**config.mk**
```make
export PLATFORM = sky130hd
export DESIGN_NAME = sensor_channel_scaler_flat
export DESIGN_NICKNAME = d
export VERILOG_FILES = /design/src/rtl/scs_pkg.sv /design/src/rtl/scs_in_if.sv /design/src/rtl/scs_out_if.sv /design/src/rtl/sensor_channel_scaler.sv /design/src/rtl/scs_front.sv /design/src/rtl/scs_div_cell.sv /design/src/rtl/scs_skid.sv /design/src/flat_wrapper.sv
export SDC_FILE = /design/constraint.sdc
export NUM_CORES = 2
export LEC_CHECK = 0
export BUFFER_PORTS_ARGS = -buffer_cell sky130_fd_sc_hd__buf_2
export CAP_MARGIN = 5
export CORE_MARGIN = 5
export CORE_UTILIZATION = 65
export CTS_CLUSTER_SIZE = 40
export DETAILED_ROUTE_END_ITERATION = 10
export GPL_ROUTABILITY_DRIVEN = 1
export PLACE_DENSITY_LB_ADDON = 0.05
export SYNTH_ARGS = -nofsm -noshare
export SYNTH_HDL_FRONTEND = slang
export SYNTH_HIERARCHICAL = 1
export SYNTH_SLANG_ARGS = --single-unit
```
**constraint.sdc**
```tcl
create_clock -name clk -period 47.2 [get_ports clk]
set_input_delay 0 -clock clk [delete_from_list [all_inputs] [get_ports clk]]
set_output_delay 0 -clock clk [all_outputs]
set_load 0.02 [all_outputs]
```
**src/rtl/scs_pkg.sv**
```systemverilog
`timescale 1ns / 1ps
// Shared constants, channel codes, lane type and result select for the sensor channel scaler.
package scs_pkg;

  // Field widths
  localparam int KIND_W   = 4;
  localparam int SAMPLE_W = 12;
  localparam int VALUE_W  = 16;
  localparam int GAIN_W   = 16;
  localparam int NUMER_W  = 24;
  localparam int CFG_W    = 24;
  localparam int CFG_IDX_W = 1;

  // One quotient bit per cell in the divider chain
  localparam int DIV_STEPS = VALUE_W;

  // Configuration register indexes
  localparam logic [CFG_IDX_W-1:0] REG_PRESSURE_GAIN = 1'b0;
  localparam logic [CFG_IDX_W-1:0] REG_RPM_NUMERATOR = 1'b1;

  // Register reset values
  localparam logic [GAIN_W-1:0]  GAIN_RESET = 16'd5611;
  localparam logic [NUMER_W-1:0] RPM_RESET  = 24'd7680;

  // Channel codes
  localparam logic [KIND_W-1:0] KIND_FLAME     = 4'd0;
  localparam logic [KIND_W-1:0] KIND_HEX_TEMP  = 4'd1;
  localparam logic [KIND_W-1:0] KIND_AUX_TEMP  = 4'd2;
  localparam logic [KIND_W-1:0] KIND_CURRENT_A = 4'd3;
  localparam logic [KIND_W-1:0] KIND_CURRENT_B = 4'd4;
  localparam logic [KIND_W-1:0] KIND_PRESSURE  = 4'd5;
  localparam logic [KIND_W-1:0] KIND_FUSE      = 4'd6;
  localparam logic [KIND_W-1:0] KIND_SUPPLY    = 4'd7;
  localparam logic [KIND_W-1:0] KIND_FAN       = 4'd8;
  localparam logic [KIND_W-1:0] KIND_CHIP_TEMP = 4'd10;
  localparam logic [KIND_W-1:0] KIND_AVCC      = 4'd11;

  // Scaling constants
  localparam logic [SAMPLE_W-1:0] FULL_SCALE = 12'd4095;
  localparam logic [VALUE_W-1:0]  VREF_X16   = 16'd52800;
  localparam logic [VALUE_W-1:0]  VREF_X8    = 16'd26400;
  localparam logic [VALUE_W-1:0]  T0_GAIN    = 16'd9623;
  localparam logic [VALUE_W-1:0]  T1_GAIN    = 16'd8854;
  localparam logic [VALUE_W-1:0]  CUR_GAIN   = 16'd9902;
  localparam logic [VALUE_W-1:0]  CHIP_GAIN  = 16'd14877;
  localparam logic [SAMPLE_W-1:0] P_OFFSET   = 12'd126;
  localparam logic [SAMPLE_W-1:0] T0_THRESH  = 12'd1552;
  localparam logic [SAMPLE_W-1:0] T1_THRESH  = 12'd1450;
  localparam logic [VALUE_W-1:0]  VCC_DIODE  = 16'd300;
  // Subtractions held as modulo 2^16 addends
  localparam logic [VALUE_W-1:0]  T0_ADJ     = 16'd65308;  // -228
  localparam logic [VALUE_W-1:0]  T1_ADJ     = 16'd65340;  // -196
  localparam logic [VALUE_W-1:0]  CHIP_ADJ   = 16'd65308;  // -228
  localparam logic [VALUE_W-1:0]  VALUE_MAX  = 16'hFFFF;

  // One word travelling down the cell chain
  typedef struct packed {
    logic               valid;
    logic               is_div;  // fan speed: result comes from the quotient
    logic               sat;     // zero period or quotient overflow
    logic [VALUE_W-1:0] value;   // finished result for every other channel
    logic [VALUE_W-1:0] rem;     // partial remainder, below dsr for a fan word unless sat is set
    logic [VALUE_W-1:0] dvd;     // dividend bits still to shift in, msb first
    logic [VALUE_W-1:0] quo;     // quotient bits so far
    logic [VALUE_W-1:0] dsr;     // divisor (fan period)
  } lane_t;

  // Final result of a word leaving the chain
  function automatic logic [VALUE_W-1:0] lane_result(input lane_t l);
    logic [VALUE_W-1:0] r;
    if (!l.is_div) begin
      r = l.value;
    end else if (l.sat) begin
      r = VALUE_MAX;
    end else begin
      r = l.quo;
    end
    return r;
  endfunction

endpackage

```
**src/rtl/scs_in_if.sv**
```systemverilog
`timescale 1ns / 1ps
// Input channel: one converter word with its channel number, fuse bit and fan period.
interface scs_in_if;
  logic                              valid;
  logic                              ready;
  logic [scs_pkg::KIND_W-1:0]        kind;
  logic [scs_pkg::SAMPLE_W-1:0]      sample;
  logic                              fuse_blown;
  logic [scs_pkg::VALUE_W-1:0]       fan_period;

  modport source(output valid, kind, sample, fuse_blown, fan_period, input ready);
  modport sink(input valid, kind, sample, fuse_blown, fan_period, output ready);
endinterface

```
**src/rtl/scs_out_if.sv**
```systemverilog
`timescale 1ns / 1ps
// Output channel: one scaled value word.
interface scs_out_if;
  logic                        valid;
  logic                        ready;
  logic [scs_pkg::VALUE_W-1:0] scaled_value;

  modport source(output valid, scaled_value, input ready);
  modport sink(input valid, scaled_value, output ready);
endinterface

```
**src/rtl/sensor_channel_scaler.sv**
```systemverilog
`timescale 1ns / 1ps
// Top level: sensor channel scaler, front end, divider cell chain and output skid stage.
//
//  Port     Dir   Contents
//  in_ch    sink  kind, sample, fuse_blown, fan_period
//  out_ch   src   scaled_value
//  cfg_*    in    write enable, register index, data (no read-back)
//
// One word is accepted every cycle while the skid stage is empty; each result
// is offered straight from the last of 19 registers (3 front stages plus one
// cell per quotient bit of the fan divider).
// rst is synchronous and clears all valid flags and loads the register defaults.
// A stalled sink fills the single-word skid stage; the chain then freezes and
// in_ch.ready drops until that word is taken.
module sensor_channel_scaler (
  input  logic                           clk,
  input  logic                           rst,
  scs_in_if.sink                         in_ch,
  scs_out_if.source                      out_ch,
  input  logic                           cfg_we,
  input  logic [scs_pkg::CFG_IDX_W-1:0]  cfg_index,
  input  logic [scs_pkg::CFG_W-1:0]      cfg_data
);

  localparam int N = scs_pkg::DIV_STEPS;

  logic           advance;
  logic           accept;
  scs_pkg::lane_t chain [0:N];

  assign in_ch.ready = advance;
  assign accept      = in_ch.valid && advance;

  scs_front u_front (
    .clk        (clk),
    .rst        (rst),
    .en         (advance),
    .accept     (accept),
    .kind       (in_ch.kind),
    .sample     (in_ch.sample),
    .fuse_blown (in_ch.fuse_blown),
    .fan_period (in_ch.fan_period),
    .cfg_we     (cfg_we),
    .cfg_index  (cfg_index),
    .cfg_data   (cfg_data),
    .lane       (chain[0])
  );

  // Divider chain, one quotient bit per cell
  for (genvar i = 0; i < N; i++) begin : g_cell
    scs_div_cell u_cell (
      .clk (clk),
      .rst (rst),
      .en  (advance),
      .d   (chain[i]),
      .q   (chain[i+1])
    );
  end

  scs_skid u_skid (
    .clk     (clk),
    .rst     (rst),
    .last    (chain[N]),
    .advance (advance),
    .out     (out_ch)
  );

endmodule

```
**src/rtl/scs_front.sv**
```systemverilog
`timescale 1ns / 1ps
// Front end: config registers, channel decode, multiply and divider set-up.
module scs_front (
  input  logic                            clk,
  input  logic                            rst,
  input  logic                            en,
  input  logic                            accept,
  input  logic [scs_pkg::KIND_W-1:0]      kind,
  input  logic [scs_pkg::SAMPLE_W-1:0]    sample,
  input  logic                            fuse_blown,
  input  logic [scs_pkg::VALUE_W-1:0]     fan_period,
  input  logic                            cfg_we,
  input  logic [scs_pkg::CFG_IDX_W-1:0]   cfg_index,
  input  logic [scs_pkg::CFG_W-1:0]       cfg_data,
  output scs_pkg::lane_t                  lane
);

  localparam int VW = scs_pkg::VALUE_W;

  typedef struct packed {
    logic          valid;
    logic          use_mul;
    logic          is_div;
    logic          sat;
    logic [VW-1:0] a;
    logic [VW-1:0] b;
    logic [VW-1:0] adj;
    logic [VW-1:0] byp;
    logic [VW-1:0] rem;
    logic [VW-1:0] dvd;
    logic [VW-1:0] dsr;
  } dec_t;

  typedef struct packed {
    logic          valid;
    logic          use_mul;
    logic          is_div;
    logic          sat;
    logic [VW-1:0] hi;
    logic [VW-1:0] adj;
    logic [VW-1:0] byp;
    logic [VW-1:0] rem;
    logic [VW-1:0] dvd;
    logic [VW-1:0] dsr;
  } prod_t;

  logic [scs_pkg::GAIN_W-1:0]  pressure_gain;
  logic [scs_pkg::NUMER_W-1:0] rpm_numerator;
  dec_t  dec, dec_next;
  prod_t prod;
  logic [2*VW-1:0] mul_full;
  logic [scs_pkg::SAMPLE_W-1:0] p_diff;
  logic [7:0] num_top;

  // Configuration registers
  always_ff @(posedge clk) begin
    if (rst) begin
      pressure_gain <= scs_pkg::GAIN_RESET;
      rpm_numerator <= scs_pkg::RPM_RESET;
    end else if (cfg_we) begin
      case (cfg_index)
        scs_pkg::REG_PRESSURE_GAIN: pressure_gain <= cfg_data[scs_pkg::GAIN_W-1:0];
        scs_pkg::REG_RPM_NUMERATOR: rpm_numerator <= cfg_data[scs_pkg::NUMER_W-1:0];
        default: ;
      endcase
    end
  end

  // Channel decode: pick multiplier operands, addend or bypass value
  always_comb begin
    num_top = rpm_numerator[scs_pkg::NUMER_W-1:VW];
    p_diff  = (sample > scs_pkg::P_OFFSET) ? sample - scs_pkg::P_OFFSET : '0;

    dec_next         = '0;
    dec_next.valid   = accept;
    dec_next.byp     = VW'(sample);
    // divider set-up: quotient overflows 16 bits iff top byte >= period
    dec_next.sat     = (fan_period == '0) || (VW'(num_top) >= fan_period);
    dec_next.rem     = VW'(num_top);
    dec_next.dvd     = rpm_numerator[VW-1:0];
    dec_next.dsr     = fan_period;

    case (kind)
      scs_pkg::KIND_FLAME: begin
        dec_next.use_mul = 1'b1;
        dec_next.a       = VW'(scs_pkg::FULL_SCALE - sample);
        dec_next.b       = scs_pkg::VREF_X16;
      end
      scs_pkg::KIND_HEX_TEMP: begin
        dec_next.use_mul = (sample >= scs_pkg::T0_THRESH);
        dec_next.a       = VW'(sample);
        dec_next.b       = scs_pkg::T0_GAIN;
        dec_next.adj     = scs_pkg::T0_ADJ;
        dec_next.byp     = '0;
      end
      scs_pkg::KIND_AUX_TEMP: begin
        dec_next.use_mul = (sample >= scs_pkg::T1_THRESH);
        dec_next.a       = VW'(sample);
        dec_next.b       = scs_pkg::T1_GAIN;
        dec_next.adj     = scs_pkg::T1_ADJ;
        dec_next.byp     = '0;
      end
      scs_pkg::KIND_CURRENT_A, scs_pkg::KIND_CURRENT_B: begin
        dec_next.use_mul = 1'b1;
        dec_next.a       = {sample, 4'b0000};
        dec_next.b       = scs_pkg::CUR_GAIN;
      end
      scs_pkg::KIND_PRESSURE: begin
        dec_next.use_mul = 1'b1;
        dec_next.a       = VW'(p_diff);
        dec_next.b       = pressure_gain;
      end
      scs_pkg::KIND_FUSE: begin
        dec_next.byp     = VW'(fuse_blown);
      end
      scs_pkg::KIND_SUPPLY: begin
        // s*11 stays below 2^16 for a 12-bit sample
        dec_next.use_mul = 1'b1;
        dec_next.a       = VW'(sample) * VW'(11);
        dec_next.b       = scs_pkg::VREF_X16;
        dec_next.adj     = scs_pkg::VCC_DIODE;
      end
      scs_pkg::KIND_FAN: begin
        dec_next.is_div  = 1'b1;
      end
      scs_pkg::KIND_CHIP_TEMP: begin
        dec_next.use_mul = 1'b1;
        dec_next.a       = VW'(sample);
        dec_next.b       = scs_pkg::CHIP_GAIN;
        dec_next.adj     = scs_pkg::CHIP_ADJ;
      end
      scs_pkg::KIND_AVCC: begin
        dec_next.use_mul = 1'b1;
        dec_next.a       = VW'(sample);
        dec_next.b       = scs_pkg::VREF_X8;
      end
      default: ;
    endcase
  end

  assign mul_full = dec.a * dec.b;

  // Stage 1: decoded operands
  always_ff @(posedge clk) begin
    if (rst) begin
      dec.valid <= 1'b0;
    end else if (en) begin
      dec.valid <= dec_next.valid;
    end
    if (en) begin
      dec.use_mul <= dec_next.use_mul;
      dec.is_div  <= dec_next.is_div;
      dec.sat     <= dec_next.sat;
      dec.a       <= dec_next.a;
      dec.b       <= dec_next.b;
      dec.adj     <= dec_next.adj;
      dec.byp     <= dec_next.byp;
      dec.rem     <= dec_next.rem;
      dec.dvd     <= dec_next.dvd;
      dec.dsr     <= dec_next.dsr;
    end
  end

  // Stage 2: high half of the product
  always_ff @(posedge clk) begin
    if (rst) begin
      prod.valid <= 1'b0;
    end else if (en) begin
      prod.valid <= dec.valid;
    end
    if (en) begin
      prod.use_mul <= dec.use_mul;
      prod.is_div  <= dec.is_div;
      prod.sat     <= dec.sat;
      prod.hi      <= mul_full[2*VW-1:VW];
      prod.adj     <= dec.adj;
      prod.byp     <= dec.byp;
      prod.rem     <= dec.rem;
      prod.dvd     <= dec.dvd;
      prod.dsr     <= dec.dsr;
    end
  end

  // Stage 3: add offset, form the chain word
  always_ff @(posedge clk) begin
    if (rst) begin
      lane.valid <= 1'b0;
    end else if (en) begin
      lane.valid <= prod.valid;
    end
    if (en) begin
      lane.is_div <= prod.is_div;
      lane.sat    <= prod.sat;
      lane.value  <= prod.use_mul ? prod.hi + prod.adj : prod.byp;
      lane.rem    <= prod.rem;
      lane.dvd    <= prod.dvd;
      lane.quo    <= '0;
      lane.dsr    <= prod.dsr;
    end
  end

endmodule

```
**src/rtl/scs_div_cell.sv**
```systemverilog
`timescale 1ns / 1ps
// Divider cell: one restoring step, one quotient bit, registered towards the next cell.
module scs_div_cell (
  input  logic           clk,
  input  logic           rst,
  input  logic           en,
  input  scs_pkg::lane_t d,
  output scs_pkg::lane_t q
);

  localparam int VW = scs_pkg::VALUE_W;

  logic [VW:0]   trial;
  logic          take;
  logic [VW:0]   diff;

  // Shift in the next dividend bit and try to subtract the divisor
  always_comb begin
    trial = {d.rem, d.dvd[VW-1]};
    diff  = trial - {1'b0, d.dsr};
    take  = (trial >= {1'b0, d.dsr});
  end

  always_ff @(posedge clk) begin
    if (rst) begin
      q.valid <= 1'b0;
    end else if (en) begin
      q.valid <= d.valid;
    end
    if (en) begin
      q.is_div <= d.is_div;
      q.sat    <= d.sat;
      q.value  <= d.value;
      q.rem    <= take ? diff[VW-1:0] : trial[VW-1:0];
      q.dvd    <= {d.dvd[VW-2:0], 1'b0};
      q.quo    <= {d.quo[VW-2:0], take};
      q.dsr    <= d.dsr;
    end
  end

endmodule

```
**src/rtl/scs_skid.sv**
```systemverilog
`timescale 1ns / 1ps
// Output skid stage: holds one finished word when the sink stalls; the chain freezes while it is full.
module scs_skid (
  input  logic           clk,
  input  logic           rst,
  input  scs_pkg::lane_t last,
  output logic           advance,
  scs_out_if.source      out
);

  logic                         full;
  logic [scs_pkg::VALUE_W-1:0]  held;
  logic [scs_pkg::VALUE_W-1:0]  last_value;

  assign last_value       = scs_pkg::lane_result(last);
  assign advance          = !full;
  assign out.valid        = full || last.valid;
  assign out.scaled_value = full ? held : last_value;

  // Catch the chain's word when the sink stalls; release once taken
  always_ff @(posedge clk) begin
    if (rst) begin
      full <= 1'b0;
    end else if (full) begin
      if (out.ready) full <= 1'b0;
    end else if (last.valid && !out.ready) begin
      full <= 1'b1;
    end
  end

  always_ff @(posedge clk) begin
    if (!full) held <= last_value;
  end

endmodule
```
**src/flat_wrapper.sv**
```systemverilog
// flat-port wrapper written by rule: the top's interface ports become plain ports
module sensor_channel_scaler_flat 
  (clk, rst, cfg_we, cfg_index, cfg_data, in_ch_valid, in_ch_kind, in_ch_sample, in_ch_fuse_blown, in_ch_fan_period, in_ch_ready, out_ch_valid, out_ch_scaled_value, out_ch_ready);
  scs_in_if in_ch_i ();
  scs_out_if out_ch_i ();
  input  logic clk;
  input  logic rst;
  input  logic cfg_we;
  input  logic [scs_pkg::CFG_IDX_W-1:0] cfg_index;
  input  logic [scs_pkg::CFG_W-1:0] cfg_data;
  input wire logic [$bits(in_ch_i.valid)-1:0] in_ch_valid;
  input wire logic [$bits(in_ch_i.kind)-1:0] in_ch_kind;
  input wire logic [$bits(in_ch_i.sample)-1:0] in_ch_sample;
  input wire logic [$bits(in_ch_i.fuse_blown)-1:0] in_ch_fuse_blown;
  input wire logic [$bits(in_ch_i.fan_period)-1:0] in_ch_fan_period;
  output wire logic [$bits(in_ch_i.ready)-1:0] in_ch_ready;
  output wire logic [$bits(out_ch_i.valid)-1:0] out_ch_valid;
  output wire logic [$bits(out_ch_i.scaled_value)-1:0] out_ch_scaled_value;
  input wire logic [$bits(out_ch_i.ready)-1:0] out_ch_ready;
  assign in_ch_i.valid = in_ch_valid;
  assign in_ch_i.kind = in_ch_kind;
  assign in_ch_i.sample = in_ch_sample;
  assign in_ch_i.fuse_blown = in_ch_fuse_blown;
  assign in_ch_i.fan_period = in_ch_fan_period;
  assign in_ch_ready = in_ch_i.ready;
  assign out_ch_valid = out_ch_i.valid;
  assign out_ch_scaled_value = out_ch_i.scaled_value;
  assign out_ch_i.ready = out_ch_ready;
  sensor_channel_scaler u_core (.clk(clk), .rst(rst), .in_ch(in_ch_i), .out_ch(out_ch_i), .cfg_we(cfg_we), .cfg_index(cfg_index), .cfg_data(cfg_data));
endmodule
```
== Word-level counts from Yosys, hierarchy flattened ==
Index checks and enable logic that the tools add are counted.
Storage, ports and cells
  flip-flop bits (word level): 1356
  latch bits: 0
  memory bits (writable): 0
  bits in read-only memories: 0
  output and inout port bits: 18
  logic and storage cells: 251
  memories: 0
Cells by class
  add/sub/neg operators: 18
  multipliers: 2
  div/mod/pow operators: 0
  magnitude comparators: 20
  eq/ne operators: 10
  shifts and indexed selects: 0
  mux-type cells: 28
  bitwise logic cells: 1
  reductions and logical operators: 14
Operator list (number)
  $mux W16: 18
  $pmux W32 S8: 1
  $ge A17 B16 Y1: 15
  $sub A16 B16 Y16: 14
  $pmux W16 S3: 1
  $mul A16 B16 Y32: 1
  $ge A12 B11 Y1 const B: 2
  $pmux W12 S2: 1
  $add A16 B16 Y16: 1
  $eq A4 B3 Y1 const B: 4
  $ge A8 B16 Y1: 1
  $ge A9 B16 Y1: 1
  $logic_not A16 Y1: 1
  $mul A12 B4 Y16 const B: 1
  $sub A9 B16 Y16: 1
  $sub A12 B12 Y13 const A: 1
  $eq A4 B4 Y1 const B: 3
  $gt A12 B7 Y1 const B: 1
  $mux W12: 1
  $sub A12 B7 Y12 const B: 1
  $mux W9: 1
  $eq A4 B2 Y1 const B: 2
  $reduce_or A7 Y1: 1
  $reduce_or A2 Y1: 3
  other kinds (9): 16

== Depth between registers and ports, before layout ==
  depth after elaboration: 4
  mapped depth: 23
  mapped depth without buffers: 22

== Modules after synthesis ==
Netlist, hierarchy kept.
Modules (own cells, without submodules)
  scs_div_cell at u_core.g_cell[11].u_cell ...: times used 12, cells an instance 243, area each 3707.3 µm²
  scs_front: times used 1, cells an instance 1817, area each 19532.5 µm²
  scs_div_cell at u_core.g_cell[0].u_cell ...: times used 3, cells an instance 239, area each 3668.5 µm²
  scs_div_cell at u_core.g_cell[2].u_cell: times used 1, cells an instance 250, area each 3624.7 µm²
  scs_skid: times used 1, cells an instance 93, area each 948.4 µm²
  sensor_channel_scaler: times used 1, cells an instance 1, area each 6.3 µm²

== Worst setup path before layout ==
OpenSTA, ideal clock, no wires.
  kind: reg2reg
  start point: reg u_core.u_skid.full
  end point: reg u_core/u_front/dec[115] (netlist name)
  setup time: 154 ps
  arrival time: 33435 ps
  path slack: 13612 ps
  cell stages (with the launch flop): 7
  path buffers: 2
  period minus slack after synthesis: 33588 ps
  cell sequence: dfxtp_1 buf_2 buf_2 inv_1 and2_1 mux2i_1 nor2_1
On the way
  cells in the longest elaborated chain, start to end: 2
RTL lines
  from (decl): line scs_skid.sv:11  | logic full;
  from (signal assigned): line scs_skid.sv:23  | full <= 1'b0;
  from (signal assigned): line scs_skid.sv:25  | if (out.ready) full <= 1'b0;
  from (signal assigned): line scs_skid.sv:27  | full <= 1'b1;
  $logic_not A1 Y1
  named net in_ch_ready: line flat_wrapper.sv:16  | output wire logic [$bits(in_ch_i.ready)-1:0] in_ch_ready;
  $logic_and A1 B1 Y1: line sensor_channel_scaler.sv:32  | assign accept = in_ch.valid && advance;
  named net u_core.accept: line sensor_channel_scaler.sv:28  | logic accept;
  to (decl): line scs_front.sv:49  | dec_t dec, dec_next;
The timed path passes the listed nets, and every way through them passes these cells.
A chain may end at the register's enable or synchronous reset.

== Worst setup path in the final report ==
  start point: reg u_core/u_front/dec[86] (netlist name)
  end point: reg u_core/u_front/prod[89] (netlist name) (data pin)
On the way
  cells in the longest elaborated chain, start to end: 1
RTL lines
  $mul A16 B16 Y32: line scs_front.sv:141  | assign mul_full = dec.a * dec.b;
  named net u_core.u_front.mul_full[25]: line scs_front.sv:51  | logic [2*VW-1:0] mul_full;
  to (decl): line scs_front.sv:50  | prod_t prod;
The timed path passes the listed nets, and every way through them passes these cells.

==> summary.md <==
| Metric | Value |
|---|---|
| Drt drc | `0` |
| Synth Area per Inst | `13.1 um2` |
| Mapped Cells | `5378` |
| Placement Rows | `120` |
| Slew Viols, Final | `0` |
| Die H | `339 um` |
| Critical path peak fanout | `16` |
| Max VDD drop | `32.2 uV` |
| Starting Density | `65.6%` |
| Initial DRT Pass Iterations | `6` |
| Setup tns final | `0 ps` |
| Slew HR | `15.4%` |
| Crit path max-delay cell type | `edfxtp_1` |
| Vias per inst | `5.78` |
| Crit-path leading delay family | `adder cells` |
| Max_cap viols | `0` |
| GR Overflow Total | `0` |
| Die X | `339 um` |
| Worst-path clk slew | `60 ps` |
| Drt wl/cell | `18.3 um` |
| Htree depth | `4` |
| Grt peak-use layer | `met2` |
| Worst-Skew Late Latency | `740 ps` |
| Initial antenna violation count | `0` |
| HPWL after DPL | `92000 um` |
| Most used cell, CP | `fa_1` |
| Vias | `41.0k` |
| Max incr delay on CP | `660 ps` |
| Area occupied by multi-input gates | `28000 um2` |
| Skew final | `43.7 ps` |
| Post-CTS sizing | `0` |
| Tmin final | `6560 ps` |
| Post-route ant nets | `0` |
| Final wirelength | `130000 um` |
| Die footprint | `115000 um2` |
| FILL cells | `7131` |
| Fin crit share | `13.9%` |
| Syn-to-layout area delta | `9.93%` |
| Routing usage on met2 | `38.3%` |
| Synthesis Warnings | `6` |
| CTS buffer count | `137` |
| RSZ-0062 raised after global routing | `no` |
| Placer Congestion | `0.876` |
| Top Ports | `81` |
| Mapped Area | `70400 um2` |
| Clock net sink count | `1322` |
| DR iter-0 viols | `2812` |
| Final setup viols | `0` |
| Required time of the critical path | `47650 ps` |
| LEAKAGE | `0.0328 uW` |
| First-pass GRT wire length | `214000 um` |
| Reg area | `38900 um2` |
| Core ar. | `107000 um2` |
| Max Clk Rate | `0.153 GHz` |
| M1 GR Usage | `30.5%` |
| Share of cells above drive strength 1 | `12.4%` |
| Crit. End Element | `flop` |
| Buffers on Ports | `80` |
| Kind of critical path | `reg2reg` |
| Status | `finished clean` |
| Root buf cell | `clkbuf_16` |
| Global Route Usage Sum | `22.8%` |
| Non-filler cells in the finished layout | `7095` |
| Number of global-route vias before repair | `41.4k` |
| P per Cell Area | `57.4 nW/um2` |
| Final Hold Viols | `0` |
| Largest net degree at the start of global routing | `194` |
| GR Layer Usage met3 | `3.21%` |
| Startpoint type of the worst setup path | `flop` |
| Crit path cell chain | `and2_1 -> fa_1 -> inv_1 -> fa_1 -> fa_1 -> inv_1 -> fa_1 -> fa_1 -> inv_1 -> fa_1 -> inv_1 -> ha_1 -> a21oi_1 -> nand2_1 -> a221oi_2 -> a21boi_2 -> or3_1 -> o21ai_1 -> o21ai_1 -> xor2_1` |
| Nets | `6264` |
| Hold Crit Class | `in2reg` |
| CP bufs+invs | `4` |
| Max clock buf depth | `3` |
| Placed cells | `6733` |
| TritonCTS clock tree | `built` |
| Least-Margin Pin Slew | `1250 ps` |
| Crit path arrival time | `7010 ps` |
## worst reg2reg max path: stages (launching register included)
cell and delay (ps):
edfxtp_1 660, and2_1 300, fa_1 530, inv_1 50
fa_1 490, fa_1 510, inv_1 50, fa_1 460
fa_1 550, inv_1 60, fa_1 560, inv_1 50
ha_1 360, a21oi_1 210, nand2_1 90, a221oi_2 510
a21boi_2 140, or3_1 330, o21ai_1 120, o21ai_1 100
xor2_1 140
## metrics by stage
stage	utilization, %	worst slack [ps]	instance area [um2]	hold slack (ps)	power (uW)
6_report	72.1	40640	77400	72.6	4440
5_1_grt	72.1	40260	77400	63.2	4730
3_5_place_dp	66.9	40690	71800	195	3390
4_1_cts	72.1	40650	77400	3.04	4470
2_1_floorplan	-	19300	70400	72.4	3070
3_3_place_gp	66.9	40720	71800	192	3350
## sequential cells by signal, summed over array words and instances, names as in the netlist
signal,count
u_core/g_cell.u_cell/q,1040
u_core/u_front/dec,91
u_core/u_front/lane,59
u_core/u_front/pressure_gain,16
u_core/u_front/prod,75
u_core/u_front/rpm_numerator,24
u_core/u_skid/full,1
u_core/u_skid/held,16
## per-layer routing
layer | up-vias | part of all wire [%]
li1 | 19900 | -
met1 | 19800 | 43
met2 | 949 | 49
met3 | 301 | 4.1
met4 | 0 | 3.6
met5 | - | 0
## final timing paths
| path | start | endpoint | slack, ps | depth (start not counted) |
|---|---|---|---|---|
| max | u_core/u_front/dec[86] | u_core/u_front/prod[89] | 40640 | 20 |
| min | cfg_data[11] | u_core/u_front/rpm_numerator[11] | 70 | 4 |
| max reg2reg | u_core/u_front/dec[86] | u_core/u_front/prod[89] | 40640 | 20 |
| min reg2reg | u_core/u_front/lane[67] | u_core/g_cell[0].u_cell/q[67] | 390 | 0 |
## cells in the final DEF (no fill, tap or decap), drive strengths merged, types with 75 or more instances in the layout
cell type and instances:
buf 107, inv 673, nor3 79, xnor2 96, fa 218, nor2 211
o31ai 75, edfxtp 1246, dlygate4sd3 108, mux2 197, nand2 372, a21oi 198
clkbuf 168, and2 137, o21a 97, dfxtp 76, o21ai 209, ha 406
## where the power goes
group,internal [uW],switching [uW]
sequential,1650,133
combinational,770,841
clock,601,447
total,3020,1420
## area by class of cell
class                      instances  share of cell area [%]
antenna                            1                 0.00323
clock buffer                     168                    4.69
clock inverter                    85                    1.09
inverter                         659                    3.22
multi-input combinational       3242                    36.2
sequential                      1322                    50.3
tap                             1403                    2.27
timing repair buffer             215                    2.21
## timing repair
item	CTS	global route
endpoints found under the hold margin	121	0
setup buffers	0	0
hold buffers	108	0
No activity file was read; power rests on OpenSTA's default activity.
